File: src/rtl/ps2kbd_pkg.sv
// ----------------------------------------------------------------------------
// ps2kbd_pkg
// Codes, result kinds and key tables for the scancode set 1 decoder.
// ----------------------------------------------------------------------------
package ps2kbd_pkg;

  localparam int unsigned ScancodeW = 8;
  localparam int unsigned AsciiW    = 7;
  localparam int unsigned KindW     = 3;
  localparam int unsigned InDataW   = 8;
  localparam int unsigned OutDataW  = 16;
  localparam int unsigned OutPadW   = OutDataW - KindW - AsciiW;

  typedef logic [ScancodeW-1:0] scancode_t;
  typedef logic [AsciiW-1:0]    ascii_t;

  typedef enum logic [KindW-1:0] {
    KIND_CHAR  = 3'd0,
    KIND_UP    = 3'd1,
    KIND_DOWN  = 3'd2,
    KIND_LEFT  = 3'd3,
    KIND_RIGHT = 3'd4
  } key_kind_e;

  localparam scancode_t SC_PREFIX     = 8'hE0;
  localparam scancode_t SC_LSHIFT_MK  = 8'h2A;
  localparam scancode_t SC_RSHIFT_MK  = 8'h36;
  localparam scancode_t SC_LSHIFT_BRK = 8'hAA;
  localparam scancode_t SC_RSHIFT_BRK = 8'hB6;
  localparam scancode_t SC_CAPS       = 8'h3A;
  localparam scancode_t SC_UP         = 8'h48;
  localparam scancode_t SC_DOWN       = 8'h50;
  localparam scancode_t SC_LEFT       = 8'h4B;
  localparam scancode_t SC_RIGHT      = 8'h4D;
  localparam int unsigned BreakBit    = 7;

  localparam ascii_t CaseBit = 7'h20;

  function automatic ascii_t rom_plain(input logic [6:0] idx);
    ascii_t ch;
    unique case (idx)
      7'h01: ch = 7'h1B;  7'h02: ch = 7'h31;  7'h03: ch = 7'h32;  7'h04: ch = 7'h33;
      7'h05: ch = 7'h34;  7'h06: ch = 7'h35;  7'h07: ch = 7'h36;  7'h08: ch = 7'h37;
      7'h09: ch = 7'h38;  7'h0A: ch = 7'h39;  7'h0B: ch = 7'h30;  7'h0C: ch = 7'h2D;
      7'h0D: ch = 7'h3D;  7'h0E: ch = 7'h08;  7'h0F: ch = 7'h09;  7'h10: ch = 7'h71;
      7'h11: ch = 7'h77;  7'h12: ch = 7'h65;  7'h13: ch = 7'h72;  7'h14: ch = 7'h74;
      7'h15: ch = 7'h79;  7'h16: ch = 7'h75;  7'h17: ch = 7'h69;  7'h18: ch = 7'h6F;
      7'h19: ch = 7'h70;  7'h1A: ch = 7'h5B;  7'h1B: ch = 7'h5D;  7'h1C: ch = 7'h0A;
      7'h1E: ch = 7'h61;  7'h1F: ch = 7'h73;  7'h20: ch = 7'h64;  7'h21: ch = 7'h66;
      7'h22: ch = 7'h67;  7'h23: ch = 7'h68;  7'h24: ch = 7'h6A;  7'h25: ch = 7'h6B;
      7'h26: ch = 7'h6C;  7'h27: ch = 7'h3B;  7'h28: ch = 7'h27;  7'h29: ch = 7'h60;
      7'h2B: ch = 7'h5C;  7'h2C: ch = 7'h7A;  7'h2D: ch = 7'h78;  7'h2E: ch = 7'h63;
      7'h2F: ch = 7'h76;  7'h30: ch = 7'h62;  7'h31: ch = 7'h6E;  7'h32: ch = 7'h6D;
      7'h33: ch = 7'h2C;  7'h34: ch = 7'h2E;  7'h35: ch = 7'h2F;  7'h37: ch = 7'h2A;
      7'h39: ch = 7'h20;
      default: ch = '0;
    endcase
    return ch;
  endfunction

  function automatic ascii_t rom_shifted(input logic [6:0] idx);
    ascii_t ch;
    unique case (idx)
      7'h01: ch = 7'h1B;  7'h02: ch = 7'h21;  7'h03: ch = 7'h40;  7'h04: ch = 7'h23;
      7'h05: ch = 7'h24;  7'h06: ch = 7'h25;  7'h07: ch = 7'h5E;  7'h08: ch = 7'h26;
      7'h09: ch = 7'h2A;  7'h0A: ch = 7'h28;  7'h0B: ch = 7'h29;  7'h0C: ch = 7'h5F;
      7'h0D: ch = 7'h2B;  7'h0E: ch = 7'h08;  7'h0F: ch = 7'h09;  7'h10: ch = 7'h51;
      7'h11: ch = 7'h57;  7'h12: ch = 7'h45;  7'h13: ch = 7'h52;  7'h14: ch = 7'h54;
      7'h15: ch = 7'h59;  7'h16: ch = 7'h55;  7'h17: ch = 7'h49;  7'h18: ch = 7'h4F;
      7'h19: ch = 7'h50;  7'h1A: ch = 7'h7B;  7'h1B: ch = 7'h7D;  7'h1C: ch = 7'h0A;
      7'h1E: ch = 7'h41;  7'h1F: ch = 7'h53;  7'h20: ch = 7'h44;  7'h21: ch = 7'h46;
      7'h22: ch = 7'h47;  7'h23: ch = 7'h48;  7'h24: ch = 7'h4A;  7'h25: ch = 7'h4B;
      7'h26: ch = 7'h4C;  7'h27: ch = 7'h3A;  7'h28: ch = 7'h22;  7'h29: ch = 7'h7E;
      7'h2B: ch = 7'h7C;  7'h2C: ch = 7'h5A;  7'h2D: ch = 7'h58;  7'h2E: ch = 7'h43;
      7'h2F: ch = 7'h56;  7'h30: ch = 7'h42;  7'h31: ch = 7'h4E;  7'h32: ch = 7'h4D;
      7'h33: ch = 7'h3C;  7'h34: ch = 7'h3E;  7'h35: ch = 7'h3F;  7'h37: ch = 7'h2A;
      7'h39: ch = 7'h20;
      default: ch = '0;
    endcase
    return ch;
  endfunction

endpackage

File: src/rtl/ps2_scancode_to_ascii_decoder.sv
// ----------------------------------------------------------------------------
// ps2_scancode_to_ascii_decoder
// Turns scancode set 1 bytes into ascii characters and arrow key events.
// ----------------------------------------------------------------------------
//  channel  | dir | tdata fields (lsb first)                | items
//  s_axis   | in  | scancode[7:0]                           | one per byte
//  m_axis   | out | key_kind[2:0], ascii_char[9:3], pad     | zero or one per byte
//
// one item per cycle sustained while m_axis is not stalled; a byte that is
// taken passes the input register, then decode and flag update into the
// result register. reset clears shift, caps, prefix and both valid flags.
// a stalled m_axis holds the result register; the input register still
// takes an item while it is empty or drains in the same cycle.
// ----------------------------------------------------------------------------
module ps2_scancode_to_ascii_decoder (
  input  logic                               clk_i,
  input  logic                               rst_ni,
  input  logic                               s_axis_tvalid,
  output logic                               s_axis_tready,
  input  logic [ps2kbd_pkg::InDataW-1:0]     s_axis_tdata,   // scancode
  output logic                               m_axis_tvalid,
  input  logic                               m_axis_tready,
  output logic [ps2kbd_pkg::OutDataW-1:0]    m_axis_tdata    // key_kind, ascii_char, zero pad
);
  import ps2kbd_pkg::*;

  logic      in_vld_q;
  scancode_t code_q;
  logic      out_vld_q;
  key_kind_e kind_q, kind_d;
  ascii_t    ascii_q, ascii_d;
  logic      shift_q, shift_d;
  logic      caps_q, caps_d;
  logic      prefix_q, prefix_d;
  logic      advance, fire, hit;
  ascii_t    lookup;
  logic      is_letter;

  assign advance       = !out_vld_q || m_axis_tready;
  assign fire          = in_vld_q && advance;
  assign s_axis_tready = !in_vld_q || advance;

  // input register
  always_ff @(posedge clk_i or negedge rst_ni) begin
    if (!rst_ni) begin
      in_vld_q <= 1'b0;
    end else if (s_axis_tready) begin
      in_vld_q <= s_axis_tvalid;
    end
  end

  always_ff @(posedge clk_i) begin
    if (s_axis_tvalid && s_axis_tready) begin
      code_q <= s_axis_tdata[ScancodeW-1:0];
    end
  end

  assign lookup    = shift_q ? rom_shifted(code_q[6:0]) : rom_plain(code_q[6:0]);
  assign is_letter = ((lookup | CaseBit) >= 7'h61) && ((lookup | CaseBit) <= 7'h7A);

  always_comb begin
    shift_d  = shift_q;
    caps_d   = caps_q;
    prefix_d = prefix_q;
    hit      = 1'b0;
    kind_d   = KIND_CHAR;
    ascii_d  = '0;
    if (code_q == SC_PREFIX) begin
      prefix_d = 1'b1;
    end else if (prefix_q) begin
      prefix_d = 1'b0;
      unique case (code_q)
        SC_UP: begin
          hit    = 1'b1;
          kind_d = KIND_UP;
        end
        SC_DOWN: begin
          hit    = 1'b1;
          kind_d = KIND_DOWN;
        end
        SC_LEFT: begin
          hit    = 1'b1;
          kind_d = KIND_LEFT;
        end
        SC_RIGHT: begin
          hit    = 1'b1;
          kind_d = KIND_RIGHT;
        end
        default: ;
      endcase
    end else begin
      case (code_q) inside
        SC_LSHIFT_MK, SC_RSHIFT_MK:   shift_d = 1'b1;
        SC_LSHIFT_BRK, SC_RSHIFT_BRK: shift_d = 1'b0;
        SC_CAPS:                      caps_d  = !caps_q;
        default: begin
          if (!code_q[BreakBit]) begin
            // caps flips letter case, shifted or not
            ascii_d = (caps_q && is_letter) ? (lookup ^ CaseBit) : lookup;
            hit     = (lookup != '0);
          end
        end
      endcase
    end
  end

  // key state, updated once per decoded item
  always_ff @(posedge clk_i or negedge rst_ni) begin
    if (!rst_ni) begin
      shift_q  <= 1'b0;
      caps_q   <= 1'b0;
      prefix_q <= 1'b0;
    end else if (fire) begin
      shift_q  <= shift_d;
      caps_q   <= caps_d;
      prefix_q <= prefix_d;
    end
  end

  // result register
  always_ff @(posedge clk_i or negedge rst_ni) begin
    if (!rst_ni) begin
      out_vld_q <= 1'b0;
    end else if (advance) begin
      out_vld_q <= fire && hit;
    end
  end

  always_ff @(posedge clk_i) begin
    if (fire && hit) begin
      kind_q  <= kind_d;
      ascii_q <= ascii_d;
    end
  end

  assign m_axis_tvalid = out_vld_q;
  assign m_axis_tdata  = {{OutPadW{1'b0}}, ascii_q, kind_q};

endmodule

File: config.mk
export PLATFORM = sky130hd
export DESIGN_NAME = ps2_scancode_to_ascii_decoder
export DESIGN_NICKNAME = d
export VERILOG_FILES = /design/src/rtl/ps2kbd_pkg.sv /design/src/rtl/ps2_scancode_to_ascii_decoder.sv
export SDC_FILE = /design/constraint.sdc
export NUM_CORES = 1
export LEC_CHECK = 0
export ABC_AREA = 0
export BUFFER_PORTS_ARGS = -buffer_cell sky130_fd_sc_hd__buf_2
export CORE_AREA = 3 3 93 73
export DETAILED_ROUTE_END_ITERATION = 12
export DIE_AREA = 0 0 96 76
export GPL_ROUTABILITY_DRIVEN = 0
export PLACE_DENSITY = 0.67
export SLEW_MARGIN = 20
export SYNTH_ARGS = -nofsm -noshare
export SYNTH_HDL_FRONTEND = slang
export SYNTH_SLANG_ARGS = --single-unit
File: constraint.sdc
create_clock -name clk_i -period 5.44 [get_ports clk_i]
set_clock_uncertainty 0.2 [all_clocks]
set_input_delay 0 -clock clk_i [delete_from_list [all_inputs] [get_ports clk_i]]
set_output_delay 0 -clock clk_i [all_outputs]
set_load 0.05 [all_outputs]
=== Word-level counts from Yosys, hierarchy flattened ===
Memories as Yosys holds them, arrays and structs flattened. A register that Yosys moved wholly into a read port is not among the register bits.
Cells that the tools add are included.

* Register bits: 23
* Memory bits (read-only): 896
* Input bits: 12
* Output and inout port bits: 18
* Word-level logic and storage cells: 63
* Memories kept: 2

* $lt $le $gt $ge: 2
* Eq/ne operators: 10
* Multiplexer cells: 17
* Bitwise operators: 5
* Reduce and logical (&&, ||, !) cells: 19

{| class="wikitable"
|+ Memories
! memory !! words !! bits a word !! read ports !! clocked after memory_dff !! wr ports !! line !! source
|-
| (no name shown) || 64 || 7 || 1 || 1 || 0 || ps2kbd_pkg.sv:41 || <nowiki>unique case (idx)</nowiki>
|-
| (no name shown) || 64 || 7 || 1 || 1 || 0 || ps2kbd_pkg.sv:63 || <nowiki>unique case (idx)</nowiki>
|}

{| class="wikitable"
|+ Operators by type and width
! operator !! number
|-
| $eq 8x7->1 const B || 4
|-
| $eq 8x6->1 const B || 3
|-
| $eq 8x8->1 const B || 3
|-
| $mux 7 || 3
|-
| $mux 6 || 3
|-
| $pmux 3 s4 || 1
|-
| $mux 1 || 10
|-
| $reduce_or 8->1 || 1
|-
| $ge 7x7->1 const B || 1
|-
| $le 7x7->1 const B || 1
|-
| $reduce_bool 7->1 || 1
|-
| $reduce_and 6->1 || 1
|-
| $reduce_or 2->1 || 3
|-
| $logic_and 1x1->1 || 5
|-
| $not 1->1 || 5
|-
| $reduce_and 4->1 || 1
|-
| $reduce_or 4->1 || 1
|-
| $logic_not 1->1 || 3
|-
| $logic_or 1x1->1 || 2
|-
| $reduce_bool 2->1 || 1
|}

=== Depth between registers and ports, before layout ===
Gate-level depths: netlist of the first run.

* Depth in word-level cells: 10
* Depth in mapped cells: 13
* Mapped depth without buffers: 11

=== Least setup slack after synthesis of the first run ===
No wires, ideal clock.

* Kind: flip-flop to flip-flop
* Start: reg out_vld_q, in the netlist m_axis_tvalid
* End: reg with a tool-made name
* Setup time: 120 ps
* Data arrival time: 2789 ps
* Data required time: 5120 ps
* Slack: 2331 ps
* Cell stages (with the launch flop): 13
* Buffers on the path: 2
* Clock period less this slack: 3109 ps
* Cells stage by stage: dfrtp_1 -> and3b_1 -> buf_4 -> o21ai_0 -> nand2_1 -> inv_2 -> ha_1 -> clkbuf_1 -> a2111o_1 -> o221ai_1 -> o311ai_1 -> a31oi_1 -> a211o_1

{| class="wikitable"
|+ RTL lines
! what !! line !! source
|-
| start: declaration || ps2_scancode_to_ascii_decoder.sv:29 || <nowiki>logic out_vld_q;</nowiki>
|-
| start signal: assignment || ps2_scancode_to_ascii_decoder.sv:125 || <nowiki>out_vld_q <= fire && hit;</nowiki>
|}

==> summary.txt, run 1 <==
Distinct cells, synth -> 69
remaining global-route overflow -> 0
unrepaired setup endpoints after global routing -> false
met2 usage -> 33.43%
TritonCTS clock tree -> done
most used flip-flop cell after synthesis -> edfxtp_1
Syn Inst Count -> 347
WP data arrival -> 3.33 ns
min Tclk post-route -> 3.352 ns
Post-layout nets -> 390
CTS resizes -> 0
Die Y -> 76 um
Area growth syn-to-layout -> 11.29%
final setup margin -> 2.088 ns
Final Slew Violations -> 0
die width -> 96 um
number of synthesized register bits -> 37
fin crit share -> 61.61%
ys async rst share -> 13.51%
largest net degree at the start of global routing -> 31
DR DRC count -> 0
reg2reg start -> m_axis_tvalid
slew margin rel. -> 43.31%
PwrDens -> 293.8 nW/um^2
Routed Antenna Nets -> 0
Final Setup Violations -> 0
sequential share of the synthesized area -> 32.45%
Worst Setup SP -> m_axis_tready
drt pass-1 iters -> 5
Max Fclk -> 298.4 MHz
Worst-path clk slew -> 0.08 ns
vias per inst -> 6.492
Setup crit start kind -> primary input
FP Rows -> 24
clk_lat worst skew -> 0.28 ns
Hold Path Class -> in2reg
Initial Util -> 49.79%
leak pwr -> 0.001249 uW
total negative setup slack -> 0 ns
root buf cell -> clkbuf_8
pre-CTS WS -> 2.174 ns
Num CTS Buffers -> 5
M1 GR Usage -> 35.24%
Max VDD drop -> 149.1 uV
status -> completed
IO buf count -> 23
H-tree depth -> 2
Least-Margin Pin Slew -> 0.8498 ns
GRT Overall Usage -> 23.47%
hold_sp -> s_axis_tdata[6]
Post-synth EDFFs -> 18
max-cap violation count -> 0
first-pass GRT wire length -> 13.63 mm
HPWL Detailed -> 5.823 mm
Mapped Area -> 2915 um^2
most used routing layer -> met1
CTS Buffer Depth -> 2
number of global-route vias before repair -> 2654
wire per inst -> 18.49 um
# IOs -> 30
share of layout cells above drive strength 1 -> 11.99%
TritonCTS Sinks -> 37
ant diodes -> 0
GRT met3 Usage -> 4.936%
via count -> 2889
Worst setup EP type -> flip-flop
drt total wl -> 8.227 mm
Core Region -> 5856 um^2
Setup CP Type -> in2reg
initial antenna violation count -> 0
Die ar. -> 7296 um^2
final hold violation count -> 0
Starting DRT DRC Count -> 345
yosys warns -> 0
Syn Area/Cell -> 8.401 um^2
Crit Path Max Fanout -> 17
Worst EP required -> 5.42 ns
per-layer routing:
layer	vias up	wire length [um]
li1	1347	-
met1	1332	3575
met2	190	3570
met3	20	925
met4	0	155
met5	-	0
metrics by stage:
step	hold WS (ns)	area, um^2	total power [uW]	std cells	utilization, %
final	0.2385	3244	953.3	445	55.41
after global routing	0.2428	3244	1008	445	55.41
after CTS	0.2229	3244	948.6	445	55.41
after detailed placement	-0.3636	3010	703.8	425	51.41
after global placement	-0.3671	3010	703.7	425	51.41
after floorplan	-0.4956	2934	625.4	352	-
path summary, 6_finish.rpt:
kind | to | slack (ns) | cells past startpoint
min reg2reg | caps_q | 0.27 | 1
max in group asynchronous | shift_q | 4.33 | 3
min | code_q[6] | 0.24 | 2
max | flip-flop | 2.09 | 12
max reg2reg | flip-flop | 2.10 | 10
min in group asynchronous | prefix_q | 0.47 | 3
power by group:
part	internal [uW]	total (uW)	switching (uW)
clock network	138	237	99.0
registers	338	365	27.5
logic	114	351	238
total	589	953	364
cells by family after synthesis:
family / after synthesis / synth area share, %
other cells: 1 / 0.1286
compound gates: 109 / 26.27
xor+xnor: 5 / 1.502
simple gates: 127 / 22.75
buf+inv: 42 / 6.953
flops: 37 / 32.45
fa+ha+maj: 12 / 5.150
mux: 14 / 4.807
cell usage in the layout (no fill, tap or decap), drive strengths merged, types with 3 or more instances in the layout:
cell type / instances
o31ai: 4
o22ai: 5
o311ai: 3
o211ai: 3
and3: 4
buf: 26
edfxtp: 18
o221ai: 3
xor2: 4
nor3: 14
a311oi: 3
ha: 12
or3: 3
a221o: 3
nand2: 30
dfrtp: 5
nand3: 19
conb: 6
a221oi: 3
a31oi: 5
mux2i: 14
and2: 4
a211oi: 8
inv: 11
nor4: 8
nand4: 3
a32o: 3
a21oi: 23
a211o: 4
dfxtp: 14
clkbuf: 5
nor2b: 8
nand2b: 6
o21ai: 23
nor2: 19
dlygate4sd3: 12
what timing repair did:
| item | CTS | global route |
|---|---|---|
| setup buffers | 0 | 0 |
| hold buffers | 12 | 0 |
| endpoints found under the hold margin | 15 | 0 |
critical path, cell delays in order:
cell and delay, ns:
dlygate4sd3_1 0.54, buf_2 0.13, and3b_1 0.42, inv_4 0.17, nand3_1 0.16, nand2_1 0.31
inv_2 0.32, ha_1 0.43, o21ai_0 0.31, o21ai_0 0.15, a221oi_1 0.11, a211o_1 0.28
Yosys cell counts, types with 2 or more instances:
| cell | instances | area, um^2 |
|---|---|---|
| nor2b_1 | 8 | 50.05 |
| a211oi_1 | 7 | 52.55 |
| a211o_1 | 4 | 35.03 |
| nand4bb_1 | 2 | 22.52 |
| a221o_1 | 3 | 30.03 |
| a31oi_1 | 5 | 31.28 |
| nor3_1 | 14 | 70.07 |
| o31ai_1 | 4 | 30.03 |
| mux2i_1 | 14 | 140.1 |
| xor2_1 | 4 | 35.03 |
| inv_2 | 3 | 11.26 |
| ha_1 | 12 | 150.1 |
| a21oi_1 | 22 | 110.1 |
| and2_1 | 3 | 18.77 |
| nand2_1 | 28 | 105.1 |
| a311oi_1 | 3 | 26.28 |
| o221ai_1 | 3 | 26.28 |
| o21ai_0 | 20 | 100.1 |
| and3_1 | 4 | 25.02 |
| nand3_1 | 18 | 90.09 |
| nor2_1 | 19 | 71.32 |
| nor3b_1 | 2 | 15.01 |
| o22ai_1 | 5 | 31.28 |
| buf_4 | 9 | 67.56 |
| o311ai_0 | 2 | 17.52 |
| buf_1 | 2 | 7.510 |
| edfxtp_1 | 18 | 540.5 |
| a32o_1 | 3 | 30.03 |
| a21o_1 | 2 | 15.01 |
| buf_2 | 7 | 35.03 |
| nand2b_1 | 6 | 37.54 |
| nand2_2 | 2 | 12.51 |
| dfrtp_1 | 5 | 125.1 |
| clkbuf_1 | 13 | 48.80 |
| dfxtp_1 | 14 | 280.3 |
| o2111ai_1 | 2 | 17.52 |
| a221oi_1 | 3 | 26.28 |
| nor4_1 | 8 | 50.05 |
| inv_1 | 6 | 22.52 |
| or3_1 | 3 | 18.77 |
| o211ai_1 | 3 | 22.52 |
| o21ai_1 | 2 | 10.01 |
| nand4_1 | 3 | 18.77 |
| a2bb2oi_1 | 2 | 17.52 |
area by class of cell:
type / count / area, um^2
Clock buffer: 5 / 68.82
Fill cell: 547 / 2611
Inverter: 11 / 43.79
Multi-Input combinational cell: 273 / 1785
Timing Repair Buffer: 38 / 257.7
Clock inverter: 3 / 45.04
Tap cell: 78 / 97.59
Sequential cell: 37 / 945.9
Power figures use the tool's default switching activity.
==> run 2: changes to the inputs <==
==> constraint.sdc (replaced) <==
create_clock -name clk_i -period 3.2 [get_ports clk_i]
set_clock_uncertainty 0.2 [all_clocks]
set_input_delay 0 -clock clk_i [delete_from_list [all_inputs] [get_ports clk_i]]
set_output_delay 0 -clock clk_i [all_outputs]
set_load 0.05 [all_outputs]
==> summary.txt, run 2 (synthesis gave the netlist of run 1 again) <==
status -> completed (unchanged)
Hold EP -> code_q[6] (unchanged)
reg2reg start -> m_axis_tvalid (unchanged)
final hold violation count -> 0 (unchanged)
root buf cell -> clkbuf_8 (unchanged)
most frequent cells in the layout -> 28 x nand2_1, 23 x buf_2, 22 x a21oi_1 (unchanged)
Least-Margin Pin Slew -> 0.8319 ns (was 0.8498 ns)
Die Y -> 76 um (unchanged)
Area growth syn-to-layout -> 15.84% (was 11.29%)
Worst EP required -> 3.20 ns (was 5.42 ns)
Worst-path clk slew -> 0.09 ns (was 0.08 ns)
H-tree depth -> 2 (unchanged)
Setup CP Type -> reg2reg (was in2reg)
Routed Antenna Nets -> 0 (unchanged)
drt pass-1 iters -> 7 (was 5)
hold_sp -> s_axis_tdata[6] (unchanged)
via count -> 2993 (was 2889)
number of global-route vias before repair -> 2702 (was 2654)
die width -> 96 um (unchanged)
remaining global-route overflow -> 0 (unchanged)
post-layout util -> 57.67% (was 55.41%)
Core Region -> 5856 um^2 (unchanged)
# IOs -> 30 (unchanged)
min Tclk post-route -> 2.960 ns
vias per inst -> 6.492 (about the same)
DR DRC count -> 0 (unchanged)
hold-critical path depth -> 2 (unchanged)
Final Setup Violations -> 0 (unchanged)
max-cap violation count -> 0 (unchanged)
drt total wl -> 8.624 mm (was 8.227 mm)
Max Fclk -> 337.8 MHz
Setup crit start kind -> flip-flop (was primary input)
FF+latch area -> 945.9 um^2 (unchanged)
Post-layout nets -> 406 (was 390)
Worst setup EP type -> flip-flop (unchanged)
most common cell after layout, fill and taps aside -> nand2_1 (unchanged)
total setup buffers inserted after CTS -> 0 (unchanged)
CTS resizes -> 0 (unchanged)
clk_lat worst skew -> 0.30 ns (was 0.28 ns)
GRT Overall Usage -> 24.09% (was 23.47%)
largest net degree at the start of global routing -> 26 (was 31)
flop2flop setup slack -> 0.24 ns (was 2.10 ns)
FP Rows -> 24 (unchanged)
TritonCTS Sinks -> 37 (unchanged)
ant diodes -> 0 (unchanged)
unrepaired setup endpoints after global routing -> false (unchanged)
initial antenna violation count -> 0 (unchanged)
hold bufs inserted after CTS -> 12 (unchanged)
Die ar. -> 7296 um^2 (unchanged)
Initial Util -> 49.79% (unchanged)
total negative setup slack -> 0 ns (unchanged)
IO buf count -> 23 (unchanged)
CTS Buffer Depth -> 2 (unchanged)
first-pass GRT wire length -> 13.91 mm (was 13.63 mm)
WP data arrival -> 2.96 ns (was 3.33 ns)
worst reg2reg path depth -> 10 (unchanged)
Max VDD drop -> 204.3 uV (was 149.1 uV)
Num CTS Buffers -> 5 (unchanged)
fin crit share -> 92.50%
share of layout cells above drive strength 1 -> 15.67% (was 11.99%)
Crit Path Max Fanout -> 8 (was 17)
Starting DRT DRC Count -> 381 (was 345)
wire per inst -> 18.71 um (was 18.49 um)
TritonCTS clock tree -> done (unchanged)
Hold Path Class -> in2reg (unchanged)
Final Slew Violations -> 0 (unchanged)
Multi-input gate area -> 1785 um^2 (unchanged)
filler instances -> 548 (was 547)
leak pwr -> 0.001330 uW (was 0.001249 uW)
slew margin rel. -> 44.51% (was 43.31%)
HPWL Detailed -> 6.054 mm (was 5.823 mm)
PwrDens -> 496.8 nW/um^2 (was 293.8 nW/um^2)
==> run 2: cell type report <==
cell class | instances | area share (%)
clock buffers | 5 | 2.038
clock inverters | 3 | 1.334
inverters | 11 | 1.297
multi-input cells | 273 | 52.87
flip-flops and latches | 37 | 28.01
well taps | 78 | 2.890
repair buffers | 54 | 11.56
==> run 2: power breakdown <==
group / internal [uW] / total, uW / switching [uW]
Clock: 234 / 421 / 187
Sequential: 574 / 616 / 42.6
Combinational: 220 / 640 / 420
==> run 2: worst max path at each step <==
stage                   from         to  slack [ns]  cells past startpoint
4_1_cts        m_axis_tvalid  flip-flop        0.32                      8
6_report       m_axis_tvalid  flip-flop        0.24                     10
2_1_floorplan  m_axis_tvalid  flip-flop        0.09                     12
3_5_place_dp   m_axis_tvalid  flip-flop        0.32                      8
5_1_grt        m_axis_tvalid  flip-flop        0.08                      9
3_3_place_gp   m_axis_tvalid  flip-flop        0.38                     10
==> run 2: routing by layer <==
metal	global-route usage (%)	up-vias	share of wire, %
met5	0	-	0
met4	6.392	0	2.0
met3	6.318	27	13
met2	34.18	207	43
met1	35.72	1378	42
li1	-	1381	-
==> run 2: per-stage QoR <==
stage | instances | cell area, um^2 | worst slack, ns | power [uW] | hold WS (ns)
floorplan | 352 | 2934 | 0.09128 | 1063 | -0.4956
global placement | 441 | 3143 | 0.3794 | 1226 | -0.3692
detailed placement | 441 | 3143 | 0.3242 | 1229 | -0.3666
CTS | 461 | 3377 | 0.3226 | 1658 | 0.2127
global route | 461 | 3377 | 0.08069 | 1756 | 0.2352
finish | 461 | 3377 | 0.2400 | 1678 | 0.2223
==> run 2: critical path, stage by stage (launching register included) <==
cell,delay [ns]
dfrtp_1,0.40
and3b_1,0.28
o21ai_0,0.33
nand2_1,0.25
buf_4,0.24
ha_1,0.27
inv_1,0.17
o221ai_1,0.16
o311ai_1,0.18
a31oi_1,0.07
a211o_1,0.29
